## config.mk

```make
export PLATFORM = sky130hd
export DESIGN_NAME = first_fit_arena_allocator
export DESIGN_NICKNAME = d
export VERILOG_FILES = /design/src/rtl/ffa_pkg.sv /design/src/rtl/first_fit_arena_allocator.sv /design/src/rtl/ffa_ctrl.sv /design/src/rtl/ffa_datapath.sv
export SDC_FILE = /design/constraint.sdc
export NUM_CORES = 2
export LEC_CHECK = 0
export ABC_AREA = 1
export BUFFER_PORTS_ARGS = -buffer_cell sky130_fd_sc_hd__buf_2
export CAP_MARGIN = 10
export CORE_MARGIN = 10
export CORE_UTILIZATION = 40
export DETAILED_ROUTE_END_ITERATION = 12
export PLACE_DENSITY = 0.65
export SKIP_LAST_GASP = 1
export SLEW_MARGIN = 15
export SYNTH_ARGS = -nofsm -noshare
export SYNTH_HDL_FRONTEND = slang
export SYNTH_SLANG_ARGS = --single-unit
```

## constraint.sdc

```tcl
create_clock -name clk -period 17.76 [get_ports clk]
set_clock_uncertainty 0.1 [all_clocks]
set_input_delay 2.664 -clock clk [delete_from_list [all_inputs] [get_ports clk]]
set_output_delay 2.664 -clock clk [all_outputs]
set_load 0.02 [all_outputs]
```

## src/rtl/ffa_pkg.sv

```systemverilog
package ffa_pkg;

  localparam int DEF_ARENA_MAX_BYTES   = 4096;
  localparam int DEF_HDR_BYTES         = 32;
  localparam int DEF_MIN_SPLIT_PAYLOAD = 64;
  localparam int DEF_MAX_CHUNKS        = 128;

  localparam int ARENA_MIN_BYTES   = 128;
  localparam int ARENA_RESET_BYTES = 4096;

  localparam int REQ_W  = 13;
  localparam int ADDR_W = 12;
  localparam int STAT_W = 2;
  localparam int CFG_W  = 13;

  localparam logic OP_ALLOC = 1'b0;
  localparam logic OP_FREE  = 1'b1;

  localparam logic [STAT_W-1:0] ST_OK      = 2'd0;
  localparam logic [STAT_W-1:0] ST_OOM     = 2'd1;
  localparam logic [STAT_W-1:0] ST_BADFREE = 2'd2;

  typedef struct packed {
    logic              init;
    logic              latch;
    logic              scan;
    logic              act;
    logic              shift;
    logic              tail;
    logic              res_en;
    logic [STAT_W-1:0] res_status;
  } ffa_cmd_t;

  typedef struct packed {
    logic hit;
    logic last;
    logic is_free;
    logic split;
    logic shift_done;
  } ffa_sts_t;

endpackage

```

## src/rtl/first_fit_arena_allocator.sv

```systemverilog
// one word in flight; busy drops in the cycle out_valid marks the result word
// alloc: the scan finds the first fit, the update writes the entry, and a split adds a shift and a tail write
// free: the scan finds the block, the update merges free neighbours, and a shift closes up the table
// the scan reads one table entry per cycle
// the receiver cannot stall: out_valid marks the result word for one cycle
// after reset the init state writes the single free chunk; busy is high meanwhile
module first_fit_arena_allocator import ffa_pkg::*; #(
  parameter int ARENA_MAX_BYTES   = DEF_ARENA_MAX_BYTES,
  parameter int HDR_BYTES         = DEF_HDR_BYTES,
  parameter int MIN_SPLIT_PAYLOAD = DEF_MIN_SPLIT_PAYLOAD,
  parameter int MAX_CHUNKS        = DEF_MAX_CHUNKS
) (
  input  logic              clk,
  input  logic              rst_n,
  input  logic              cfg_we,
  input  logic [CFG_W-1:0]  cfg_wdata,
  input  logic              start,
  output logic              busy,
  input  logic              in_op,
  input  logic [REQ_W-1:0]  in_req_size,
  input  logic [ADDR_W-1:0] in_block_addr,
  output logic              out_valid,
  output logic [STAT_W-1:0] out_status,
  output logic [ADDR_W-1:0] out_addr
);

  ffa_cmd_t cmd;
  ffa_sts_t sts;

  ffa_ctrl u_ctrl (
    .clk       (clk),
    .rst_n     (rst_n),
    .start     (start),
    .busy      (busy),
    .out_valid (out_valid),
    .cmd       (cmd),
    .sts       (sts)
  );

  ffa_datapath #(
    .ARENA_MAX_BYTES   (ARENA_MAX_BYTES),
    .HDR_BYTES         (HDR_BYTES),
    .MIN_SPLIT_PAYLOAD (MIN_SPLIT_PAYLOAD),
    .MAX_CHUNKS        (MAX_CHUNKS)
  ) u_datapath (
    .clk           (clk),
    .rst_n         (rst_n),
    .cfg_we        (cfg_we),
    .cfg_wdata     (cfg_wdata),
    .in_op         (in_op),
    .in_req_size   (in_req_size),
    .in_block_addr (in_block_addr),
    .cmd           (cmd),
    .sts           (sts),
    .out_status    (out_status),
    .out_addr      (out_addr)
  );

endmodule

```

## src/rtl/ffa_ctrl.sv

```systemverilog
module ffa_ctrl import ffa_pkg::*; (
  input  logic     clk,
  input  logic     rst_n,
  input  logic     start,
  output logic     busy,
  output logic     out_valid,
  output ffa_cmd_t cmd,
  input  ffa_sts_t sts
);

  localparam logic [2:0] S_INIT  = 3'd0;
  localparam logic [2:0] S_IDLE  = 3'd1;
  localparam logic [2:0] S_SCAN  = 3'd2;
  localparam logic [2:0] S_ACT   = 3'd3;
  localparam logic [2:0] S_SHIFT = 3'd4;
  localparam logic [2:0] S_TAIL  = 3'd5;

  logic [2:0] state_r, state_nxt;
  logic       out_valid_r, out_valid_nxt;

  always_comb begin
    state_nxt     = state_r;
    cmd           = '0;
    out_valid_nxt = 1'b0;
    case (state_r)
      S_INIT: begin
        cmd.init  = 1'b1;
        state_nxt = S_IDLE;
      end
      S_IDLE: begin
        if (start) begin
          cmd.latch = 1'b1;
          state_nxt = S_SCAN;
        end
      end
      S_SCAN: begin
        cmd.scan = 1'b1;
        if (sts.hit) begin
          state_nxt = S_ACT;
        end else if (sts.last) begin
          cmd.res_en     = 1'b1;
          cmd.res_status = sts.is_free ? ST_BADFREE : ST_OOM;
          out_valid_nxt  = 1'b1;
          state_nxt      = S_IDLE;
        end
      end
      S_ACT: begin
        cmd.act = 1'b1;
        if (!sts.is_free && !sts.split) begin
          cmd.res_en     = 1'b1;
          cmd.res_status = ST_OK;
          out_valid_nxt  = 1'b1;
          state_nxt      = S_IDLE;
        end else begin
          state_nxt = S_SHIFT;
        end
      end
      S_SHIFT: begin
        cmd.shift = 1'b1;
        if (sts.shift_done) begin
          if (sts.is_free) begin
            cmd.res_en     = 1'b1;
            cmd.res_status = ST_OK;
            out_valid_nxt  = 1'b1;
            state_nxt      = S_IDLE;
          end else begin
            state_nxt = S_TAIL;
          end
        end
      end
      S_TAIL: begin
        cmd.tail       = 1'b1;
        cmd.res_en     = 1'b1;
        cmd.res_status = ST_OK;
        out_valid_nxt  = 1'b1;
        state_nxt      = S_IDLE;
      end
      default: begin
        state_nxt = S_IDLE;
      end
    endcase
  end

  always_ff @(posedge clk) begin
    if (!rst_n) begin
      state_r     <= S_INIT;
      out_valid_r <= 1'b0;
    end else begin
      state_r     <= state_nxt;
      out_valid_r <= out_valid_nxt;
    end
  end

  assign busy      = (state_r != S_IDLE);
  assign out_valid = out_valid_r;

  a_valid_after_work: assert property (@(posedge clk) disable iff (!rst_n)
    out_valid_r |-> $past(state_r) != S_IDLE)
    else $error("result word without a preceding operation");

  a_start_takes: assert property (@(posedge clk) disable iff (!rst_n)
    (start && !busy) |=> busy)
    else $error("accepted word did not start an operation");

  a_shift_from_act: assert property (@(posedge clk) disable iff (!rst_n)
    (state_r == S_SHIFT && $past(state_r) != S_SHIFT) |-> $past(state_r) == S_ACT)
    else $error("shift entered without a table update");

endmodule

```

## src/rtl/ffa_datapath.sv

```systemverilog
module ffa_datapath import ffa_pkg::*; #(
  parameter int ARENA_MAX_BYTES   = DEF_ARENA_MAX_BYTES,
  parameter int HDR_BYTES         = DEF_HDR_BYTES,
  parameter int MIN_SPLIT_PAYLOAD = DEF_MIN_SPLIT_PAYLOAD,
  parameter int MAX_CHUNKS        = DEF_MAX_CHUNKS
) (
  input  logic              clk,
  input  logic              rst_n,
  input  logic              cfg_we,
  input  logic [CFG_W-1:0]  cfg_wdata,
  input  logic              in_op,
  input  logic [REQ_W-1:0]  in_req_size,
  input  logic [ADDR_W-1:0] in_block_addr,
  input  ffa_cmd_t          cmd,
  output ffa_sts_t          sts,
  output logic [STAT_W-1:0] out_status,
  output logic [ADDR_W-1:0] out_addr
);

  localparam int AW = $clog2(ARENA_MAX_BYTES + 1);
  localparam int WW = (AW > REQ_W) ? AW : REQ_W;
  localparam int XW = WW + 1;
  localparam int IW = $clog2(MAX_CHUNKS);
  localparam int CW = $clog2(MAX_CHUNKS + 1);
  localparam int EW = 2 * AW + 1;
  localparam int RST_ARENA = (ARENA_MAX_BYTES < ARENA_RESET_BYTES) ?
                             ARENA_MAX_BYTES : ARENA_RESET_BYTES;

  localparam logic [XW-1:0] HDR_X   = XW'(HDR_BYTES);
  localparam logic [XW-1:0] SPLIT_X = XW'(HDR_BYTES + MIN_SPLIT_PAYLOAD);
  localparam logic [XW-1:0] MIN_X   = XW'(ARENA_MIN_BYTES);
  localparam logic [XW-1:0] MAX_X   = XW'(ARENA_MAX_BYTES);

  // entry word: {free, payload size, header offset}
  logic [EW-1:0] mem [MAX_CHUNKS];
  logic [EW-1:0] rdata_r;

  logic [AW-1:0]     arena_r;
  logic [CW-1:0]     cnt_r;
  logic              op_r;
  logic [REQ_W-1:0]  req_r;
  logic [ADDR_W-1:0] baddr_r;
  logic [CW-1:0]     rp_r;
  logic              ev_r;
  logic [CW-1:0]     ep_r;
  logic [EW-1:0]     prev_r;
  logic [EW-1:0]     hit_r;
  logic [IW-1:0]     hi_r;
  logic [CW-1:0]     n_r;
  logic              mv_r;
  logic [IW-1:0]     ms_r;
  logic              up_r;
  logic [1:0]        d_r;
  logic [STAT_W-1:0] out_status_r;
  logic [ADDR_W-1:0] out_addr_r;

  logic [XW-1:0] cfg_x, arena_cfg_x, req_x, left_x, msize_x, a_addr_x;
  logic [AW-1:0] c_start, c_size, h_start, h_size, p_start, p_size, mstart;
  logic          c_free, p_free, match_a, match_f, hit, split, pf, nf;
  logic [1:0]    d_nxt;
  logic [CW-1:0] src, hi_c;
  logic [IW-1:0] dst;
  logic          we;
  logic [IW-1:0] waddr, raddr;
  logic [EW-1:0] wdata;

  always_comb begin
    cfg_x = XW'(cfg_wdata);
    if (cfg_x < MIN_X) begin
      arena_cfg_x = MIN_X;
    end else if (cfg_x > MAX_X) begin
      arena_cfg_x = MAX_X;
    end else begin
      arena_cfg_x = cfg_x;
    end
  end

  assign c_start = rdata_r[AW-1:0];
  assign c_size  = rdata_r[2*AW-1:AW];
  assign c_free  = rdata_r[2*AW];
  assign h_start = hit_r[AW-1:0];
  assign h_size  = hit_r[2*AW-1:AW];
  assign p_start = prev_r[AW-1:0];
  assign p_size  = prev_r[2*AW-1:AW];
  assign p_free  = prev_r[2*AW];
  assign req_x   = XW'(req_r);
  assign hi_c    = CW'(hi_r);

  assign match_a = c_free && (req_x <= XW'(c_size));
  assign match_f = !c_free && ((XW'(c_start) + HDR_X) == XW'(baddr_r));
  assign hit     = ev_r && ((op_r == OP_ALLOC) ? match_a : match_f);

  assign left_x   = XW'(h_size) - req_x;
  assign split    = (left_x >= SPLIT_X) && (cnt_r < CW'(MAX_CHUNKS));
  assign a_addr_x = XW'(h_start) + HDR_X;

  // during the update cycle the read register holds the entry after the hit
  assign pf      = (hi_r != '0) && p_free;
  assign nf      = ((hi_c + CW'(1)) < cnt_r) && c_free;
  assign msize_x = (pf ? (XW'(p_size) + HDR_X) : '0) + XW'(h_size) +
                   (nf ? (HDR_X + XW'(c_size)) : '0);
  assign mstart  = pf ? p_start : h_start;
  assign dst     = pf ? (hi_r - IW'(1)) : hi_r;
  assign d_nxt   = {1'b0, pf} + {1'b0, nf};
  assign src     = hi_c + CW'(1) + CW'(nf);

  assign sts.hit        = hit;
  assign sts.last       = ev_r && (ep_r == (cnt_r - CW'(1)));
  assign sts.is_free    = (op_r == OP_FREE);
  assign sts.split      = split;
  assign sts.shift_done = (n_r == '0) && !mv_r;

  always_comb begin
    we    = 1'b0;
    waddr = '0;
    wdata = '0;
    raddr = rp_r[IW-1:0];
    if (cfg_we) begin
      we    = 1'b1;
      wdata = {1'b1, AW'(arena_cfg_x - HDR_X), {AW{1'b0}}};
    end else if (cmd.init) begin
      we    = 1'b1;
      wdata = {1'b1, AW'(XW'(arena_r) - HDR_X), {AW{1'b0}}};
    end else if (cmd.act) begin
      we = 1'b1;
      if (op_r == OP_ALLOC) begin
        waddr = hi_r;
        wdata = {1'b0, (split ? AW'(req_x) : h_size), h_start};
      end else begin
        waddr = dst;
        wdata = {1'b1, AW'(msize_x), mstart};
      end
    end else if (cmd.tail) begin
      we    = 1'b1;
      waddr = IW'(hi_c + CW'(1));
      wdata = {1'b1, AW'(left_x - HDR_X), AW'(a_addr_x + req_x)};
    end else if (cmd.shift && mv_r) begin
      we    = 1'b1;
      waddr = up_r ? IW'(CW'(ms_r) + CW'(1)) : IW'(CW'(ms_r) - CW'(d_r));
      wdata = rdata_r;
    end
  end

  always_ff @(posedge clk) begin
    if (we) begin
      mem[waddr] <= wdata;
    end
    rdata_r <= mem[raddr];
  end

  always_ff @(posedge clk) begin
    if (!rst_n) begin
      arena_r <= AW'(RST_ARENA);
      cnt_r   <= CW'(1);
      rp_r    <= '0;
      ev_r    <= 1'b0;
      n_r     <= '0;
      mv_r    <= 1'b0;
    end else begin
      ev_r <= cmd.scan;
      mv_r <= cmd.shift && (n_r != '0);
      if (cfg_we) begin
        arena_r <= AW'(arena_cfg_x);
        cnt_r   <= CW'(1);
      end
      if (cmd.init) begin
        cnt_r <= CW'(1);
      end
      if (cmd.latch) begin
        rp_r <= '0;
      end
      if (cmd.scan) begin
        rp_r <= rp_r + CW'(1);
        ep_r <= rp_r;
        if (ev_r) begin
          if (hit) begin
            hit_r <= rdata_r;
            hi_r  <= ep_r[IW-1:0];
          end else begin
            prev_r <= rdata_r;
          end
        end
      end
      if (cmd.act) begin
        if (op_r == OP_ALLOC) begin
          up_r <= 1'b1;
          d_r  <= 2'd1;
          if (split) begin
            rp_r <= cnt_r - CW'(1);
            n_r  <= cnt_r - CW'(1) - hi_c;
          end else begin
            n_r <= '0;
          end
        end else begin
          up_r  <= 1'b0;
          d_r   <= d_nxt;
          rp_r  <= src;
          n_r   <= cnt_r - src;
          cnt_r <= cnt_r - CW'(d_nxt);
        end
      end
      // one entry moves per cycle, read ahead of the write
      if (cmd.shift && (n_r != '0)) begin
        rp_r <= up_r ? (rp_r - CW'(1)) : (rp_r + CW'(1));
        n_r  <= n_r - CW'(1);
        ms_r <= rp_r[IW-1:0];
      end
      if (cmd.tail) begin
        cnt_r <= cnt_r + CW'(1);
      end
    end
  end

  always_ff @(posedge clk) begin
    if (cmd.latch) begin
      op_r    <= in_op;
      req_r   <= in_req_size;
      baddr_r <= in_block_addr;
    end
    if (cmd.res_en) begin
      out_status_r <= cmd.res_status;
      out_addr_r   <= ((cmd.res_status == ST_OK) && (op_r == OP_ALLOC)) ?
                      a_addr_x[ADDR_W-1:0] : '0;
    end
  end

  assign out_status = out_status_r;
  assign out_addr   = out_addr_r;

  a_count_range: assert property (@(posedge clk) disable iff (!rst_n)
    (cnt_r != '0) && (cnt_r <= CW'(MAX_CHUNKS)))
    else $error("chunk count out of range");

  a_tail_room: assert property (@(posedge clk) disable iff (!rst_n)
    cmd.tail |-> (cnt_r < CW'(MAX_CHUNKS)))
    else $error("split with a full chunk table");

endmodule

```

# ---- Word level (Yosys, flattened, before mapping)
# Memory sizes are Yosys's and may differ from the RTL's. A register that Yosys moved wholly into a read port is not among the register bits.
# Index checks and enable logic that the tools add are counted.
dict set report op_classes {
  add_sub_neg 25
  multipliers 0
  div_mod_pow 0
  n_lt_le_gt_ge 6
  eq_ne 11
  shifts 0
  muxes 72
  bitwise_logic 2
  reduce_logical 28
}
# operator n
set ops {}
lappend ops {{27-bit 2-to-1 mux} 6}
lappend ops {{8-bit 2-to-1 mux} 16}
lappend ops {{13-bit 2-to-1 mux} 6}
lappend ops {{7-bit 2-to-1 mux} 8}
lappend ops {{13-bit adder} 3}
lappend ops {{13-bit by 6-bit subtractor with 13-bit output (second input constant)} 3}
lappend ops {{3-bit 2-to-1 mux} 11}
lappend ops {{13-bit by 6-bit adder with 13-bit output (second input constant)} 2}
lappend ops {{3-bit one-hot mux with 4 select lines} 2}
lappend ops {{8-bit by 1-bit subtractor with 8-bit output (second input constant)} 3}
lappend ops {{1-bit 2-to-1 mux} 21}
lappend ops {{8-bit by 1-bit adder with 8-bit output (second input constant)} 2}
lappend ops {{13-bit by 6-bit adder with 14-bit output (second input constant)} 1}
lappend ops {{14-bit by 12-bit equality test with 1-bit output} 1}
lappend ops {{14-bit by 7-bit >= comparator with 1-bit output (second input constant)} 1}
lappend ops {{13-bit by 13-bit subtractor with 14-bit output} 1}
lappend ops {{6-bit by 13-bit adder with 13-bit output (first input constant)} 1}
lappend ops {{13-bit > comparator (second input constant)} 1}
lappend ops {{13-bit less-or-equal comparator} 1}
lappend ops {{13-bit by 8-bit < comparator with 1-bit output (second input constant)} 1}
lappend ops {{1-bit logical AND} 12}
lappend ops {{7-bit by 1-bit adder with 8-bit output (second input constant)} 1}
lappend ops {{8-bit by 1-bit adder with 8-bit output} 1}
lappend ops {{8-bit equality test} 1}
lappend ops {{other kinds (28)} 38}
dict set report word_totals {
  register_bits 161
  latch_bits 0
  ram_bits 3456
  mem_bits_ro 0
  in_bits 43
  output_inout_bits 16
  elab_cells 165
  n_memories 1
}
# memory depth word_bits rd rd_clocked_by_memory_dff wr line
set mem_list {}
lappend mem_list {u_datapath.mem 128 27 1 1 1 ffa_datapath.sv:35} ;# logic [EW-1:0] mem [MAX_CHUNKS];

# ---- Longest topological paths before layout
dict set report depth {
  depth_word 10
  ltp_mapped 31
  mapped_depth_nobuf 30
}

# ---- Hierarchy
# Synthesis repeated with hierarchy kept, for this count alone.
dict set report unflattened {
  hier_cells 11459
  area_unflattened_um2 147485.2
}
# mod instances cells_each area_each_um2 seq_area_each_um2
set modules_own_cells {}
lappend modules_own_cells {ffa_datapath 1 11403 147167.4 108644.2}
lappend modules_own_cells {ffa_ctrl 1 56 317.8 80.1}

# ---- Worst setup path before layout
# Ideal clock, no wire load.
dict set report synth_path {
  path_type {in2reg}
  start {input port cfg_we}
  end {memory u_datapath.mem[0][7] (netlist name) (data pin)}
  setup_time_ns 1.321
  arrival_ns 8.531
  required_ns 16.339
  path_slack_ns 7.809
  path_stages 4
  path_buffers 1
  path_cell_list {nor2_1 inv_1 clkbuf_1 a311oi_1}
}
dict set report synth_via {
  elab_chain_cells 1
}
# item line
set synth_lines {}
lappend synth_lines {{start, declared} first_fit_arena_allocator.sv:15} ;# input logic cfg_we,
lappend synth_lines {{27-bit 2-to-1 mux} ffa_datapath.sv:118} ;# if (cfg_we) begin
lappend synth_lines {{net u_datapath.wdata[7]} ffa_datapath.sv:65} ;# logic [EW-1:0] wdata;
lappend synth_lines {{end, declared} ffa_datapath.sv:35}
# The timed path passes the listed nets, and every way through them passes these cells.

# ---- Worst setup path after layout
dict set report layout_path {
  start {register u_datapath.hi_r[1]}
  end {memory u_datapath.mem[51][22] (netlist name) (data pin)}
}
dict set report layout_via {
  elab_chain_cells 9
  elab_cells_between_ends 13
  classes_between {3 x add/sub; 1 x order compare; 6 x mux; 3 x reduce/logical}
}
# item line
set layout_lines {}
lappend layout_lines {{start, declared} ffa_datapath.sv:48} ;# logic [IW-1:0] hi_r;
lappend layout_lines {{start signal, assigned} ffa_datapath.sv:178} ;# hi_r <= ep_r[IW-1:0];
lappend layout_lines {{7-bit by 1-bit adder with 8-bit output / 7-bit nonzero test (equally long branches)} {ffa_datapath.sv:99, ffa_datapath.sv:98}}
lappend layout_lines {{8-bit < comparator / 1-bit logical AND (equally long branches)} {ffa_datapath.sv:99, ffa_datapath.sv:98}}
lappend layout_lines {{1-bit logical AND / 13-bit 2-to-1 mux (equally long branches)} {ffa_datapath.sv:99, ffa_datapath.sv:100}}
lappend layout_lines {{13-bit 2-to-1 mux / 13-bit adder (equally long branches)} {ffa_datapath.sv:101, ffa_datapath.sv:100}}
lappend layout_lines {{13-bit adder *} ffa_datapath.sv:100} ;# assign msize_x = (pf ? (XW'(p_size) + HDR_X) : '0) + XW'(h_size) +
lappend layout_lines {{27-bit 2-to-1 mux *} ffa_datapath.sv:126} ;# if (op_r == OP_ALLOC) begin
lappend layout_lines {{27-bit 2-to-1 mux *} ffa_datapath.sv:124} ;# end else if (cmd.act) begin
lappend layout_lines {{27-bit 2-to-1 mux *} ffa_datapath.sv:121} ;# end else if (cmd.init) begin
lappend layout_lines {{27-bit 2-to-1 mux *} ffa_datapath.sv:118}
lappend layout_lines {{net u_datapath.wdata[22]} ffa_datapath.sv:65}
# The timed path passes the listed nets; every way through them passes the cells marked *.

==> results.py <==
metrics = {
    "place": {
        "globalplace.congestion": 0.941,
        "place_hpwl_um": 247000,
        "port_buffers": 58,
    },
    "routing": {
        "routed_wl_um": 436000,
        "drc_errors": 0,
        "vias": 97900,
        "first_pass_iters": 10,
        "ant_nets": 0,
        "routedWlPerCell_um": 25.8,
        "drtIter0Drc": 14300,
        "via_per_inst": 5.78,
    },
    "global_route": {
        "antenna_found_initial": 17,
        "gr-total-overflow": 0,
        "grt_first_pass_wirelength_um": 628000,
        "grt_start_max_net_pins": 182,
        "first_global_vias": 90100,
        "gr-usage-all-layers_pct": 21.0,
    },
    "cells_and_area": {
        "fillerInstances": 32700,
        "drive_gt1_share_pct": 8.73,
        "final_common_cell": "edfxtp_1",
        "multi_input_area_um2": 35800,
        "mostFrequentLayoutCells": "edfxtp_1 (3574), nor2_1 (1982), o21ai_0 (1902), nand2_1 (1150), o22ai_1 (853)",
        "regArea_um2": 109000,
        "area_growth_pct": 12.1,
        "nNetsFinal": 11900,
    },
    "floorplanning": {
        "core-area_um2": 369000,
        "die-width_um": 628,
        "fp-row-count": 223,
        "die_h_um": 628,
        "initial_core_util_pct": 40.1,
        "boundaryPins": 59,
        "die_area_um2": 395000,
    },
    "cts": {
        "clock-root-buffer": "clkbuf_16",
        "postCtsSetupBuffers": 0,
        "cts_tree": "yes",
        "cts_buffer_depth": 4,
        "clk_latency_ns": 0.92,
        "post_cts_resized": 0,
        "clk_pin_slew_ns": 0.06,
        "htreeDepth": 5,
        "cts-buffers-inserted": 364,
        "cts_sinks": 3644,
        "hold_buffers": 0,
    },
    "hold_path": {
        "min_path_type": "reg2reg",
    },
    "synthesis": {
        "yosys.area.top_type": "edfxtp_1",
        "synth_seq_cells": 3644,
        "syn_inst": 11800,
        "ys_seq_area_share_pct": 73.4,
        "synthArstFlopShare_pct": 0,
        "synth_area_leaders": "edfxtp_1 (72%), o21ai_0 (6.4%), nor2_1 (5.3%)",
        "syn_avg_cell_area_um2": 12.6,
        "synth_edf_count": 3574,
        "synth_top_area_share_pct": 72.5,
        "synth_flop_cell": "edfxtp_1",
        "synth.distinct_cells": 59,
        "synth.net_count": 12000,
        "yosysWarnings": 0,
        "syn-cell-area_um2": 148000,
    },
    "worst_setup_path": {
        "critPathMaxStageDelay_ns": 0.66,
        "worstPathArrival_ns": 7.51,
        "crit_path_start_kind": "register",
        "worstSetupEndpointType": "register",
        "cpMostUsedCell": "nand2_1",
        "worstPathRequired_ns": 18.25,
        "crit_type": "reg2reg",
        "cp_max_fo": 71,
        "cp_num_buf_inv": 6,
        "cp_top_family": "buffers and inverters",
        "crit_path_top_delay_cell": "buf_4",
    },
    "timing": {
        "hold_violations": 0,
        "worst_slew_pin_slew_ns": 1.24,
        "fin_crit_ns": 7.02,
        "fmax_mhz": 142,
        "slew_violations": 0,
        "timing.setup.tns_ns": 0,
        "period_share_pct": 39.5,
        "rsz0062_at_grt": "false",
        "setup-violations-final": 0,
        "fin_hold_ws_ns": 0.332,
        "slew-limit-headroom_pct": 16.9,
    },
    "power_and_ir_drop": {
        "p_int_w": 0.0154,
        "p_clk_share_pct": 34.0,
        "p_sw_w": 0.00709,
        "p_comb_share_pct": 21.2,
        "p_sw_share_pct": 31.6,
        "power_frac_seq_pct": 44.8,
        "ir_drop_mv": 0.116,
        "total_power_w": 0.0225,
        "powerDensity_nw_per_um2": 135,
        "power.leakage_nw": 53.6,
    },
    "status": {
        "status": "finished clean",
    },
    "flow_run": {
        "cap_violations": 0,
    },
}
## registers in the layout (all words and copies together) (netlist names)
register               count
u_datapath.mem          3456
u_datapath.prev_r         27
u_datapath.rdata_r        27
u_datapath.hit_r          26
u_datapath.arena_r        13
u_datapath.req_r          13
u_datapath.baddr_r        12
u_datapath.out_addr       12
u_datapath.cnt_r           8
u_datapath.ep_r            8
u_datapath.n_r             8
u_datapath.rp_r            8
u_datapath.hi_r            7
u_datapath.ms_r            7
u_ctrl.state_r             3
u_datapath.d_r             2
u_datapath.out_status      2
u_ctrl.out_valid           1
u_datapath.ev_r            1
u_datapath.mv_r            1
u_datapath.op_r            1
u_datapath.up_r            1
## per-stage QoR
step           cells  instance area, um2  worst slack, ns  util, %
2_1_floorplan  11800              148000             7.81        -
3_3_place_gp   16300              154000            10.87     41.8
3_5_place_dp   16300              154000            10.92     41.8
4_1_cts        16900              166000            10.87     45.0
5_1_grt        16900              166000            10.16     45.0
6_report       17000              166000            10.74     45.0
## cells in the mapped netlist (all sizes together) (11+ instances only)
master,count
clkbuf,420
o211ai,31
o21ai,1921
a21oi,213
fa,19
nor2,2105
or2,11
xor2,47
buf,336
nand4,65
o22ai,853
nor4,18
xnor2,14
edfxtp,3574
nor3,62
a41oi,79
nand2,1183
nand3,207
a22o,56
ha,97
a31oi,23
dfxtp,70
inv,307
## layout make-up
cell class                      instances  share of cell area (%)
Sequential cell                      3644                    65.5
Inverter                              316                   0.737
Clock buffer                          456                    5.87
Multi-Input combinational cell       7079                    21.5
Antenna cell                            8                  0.0121
Clock inverter                        197                    1.16
Timing Repair Buffer                  300                    1.44
Tap cell                             4950                    3.73
## kinds of logic after synthesis
kind of cell               after synthesis  synth area share (%)
adders and majority gates              116                  1.08
buffers and inverters                 1072                  3.08
AOI/OAI and AO/OA                     3237                  12.2
xor gates and xnor gates                61                 0.361
DFF                                   3644                  73.4
and+or+nand+nor                       3661                  9.79
muxes                                    4                0.0270
## power by group through the flow
stage	logic, W	registers, W	clock network, W
6_report	0.00477	0.0101	0.00763
5_1_grt	0.00507	0.0101	0.00804
4_1_cts	0.00466	0.0101	0.00769
3_5_place_dp	0.00465	0.0102	0
3_3_place_gp	0.00460	0.0102	0
2_1_floorplan	0.00275	0.0102	0
## per-layer routing
layer  wire length (um)  up-vias  track usage, %
met5                402        -          0.0836
met4              20100        8            8.52
met3              50300      833            4.73
met2             191000     5548            31.3
met1             174000    48300            29.7
li1                   -    43200               -
## path summary, 6_finish.rpt
check / start / slack [ns] / end / cells past startpoint
worst max-delay path: u_datapath.hi_r[1] / 10.74 / u_datapath.mem[51][22] / 28
worst min-delay path: u_datapath.rp_r[7] / 0.33 / u_datapath.ep_r[7] / 0
worst max register to register: u_datapath.hi_r[1] / 10.74 / u_datapath.mem[51][22] / 28
worst min register to register: u_datapath.rp_r[7] / 0.33 / u_datapath.ep_r[7] / 0
(Power assumes the default switching activity.)
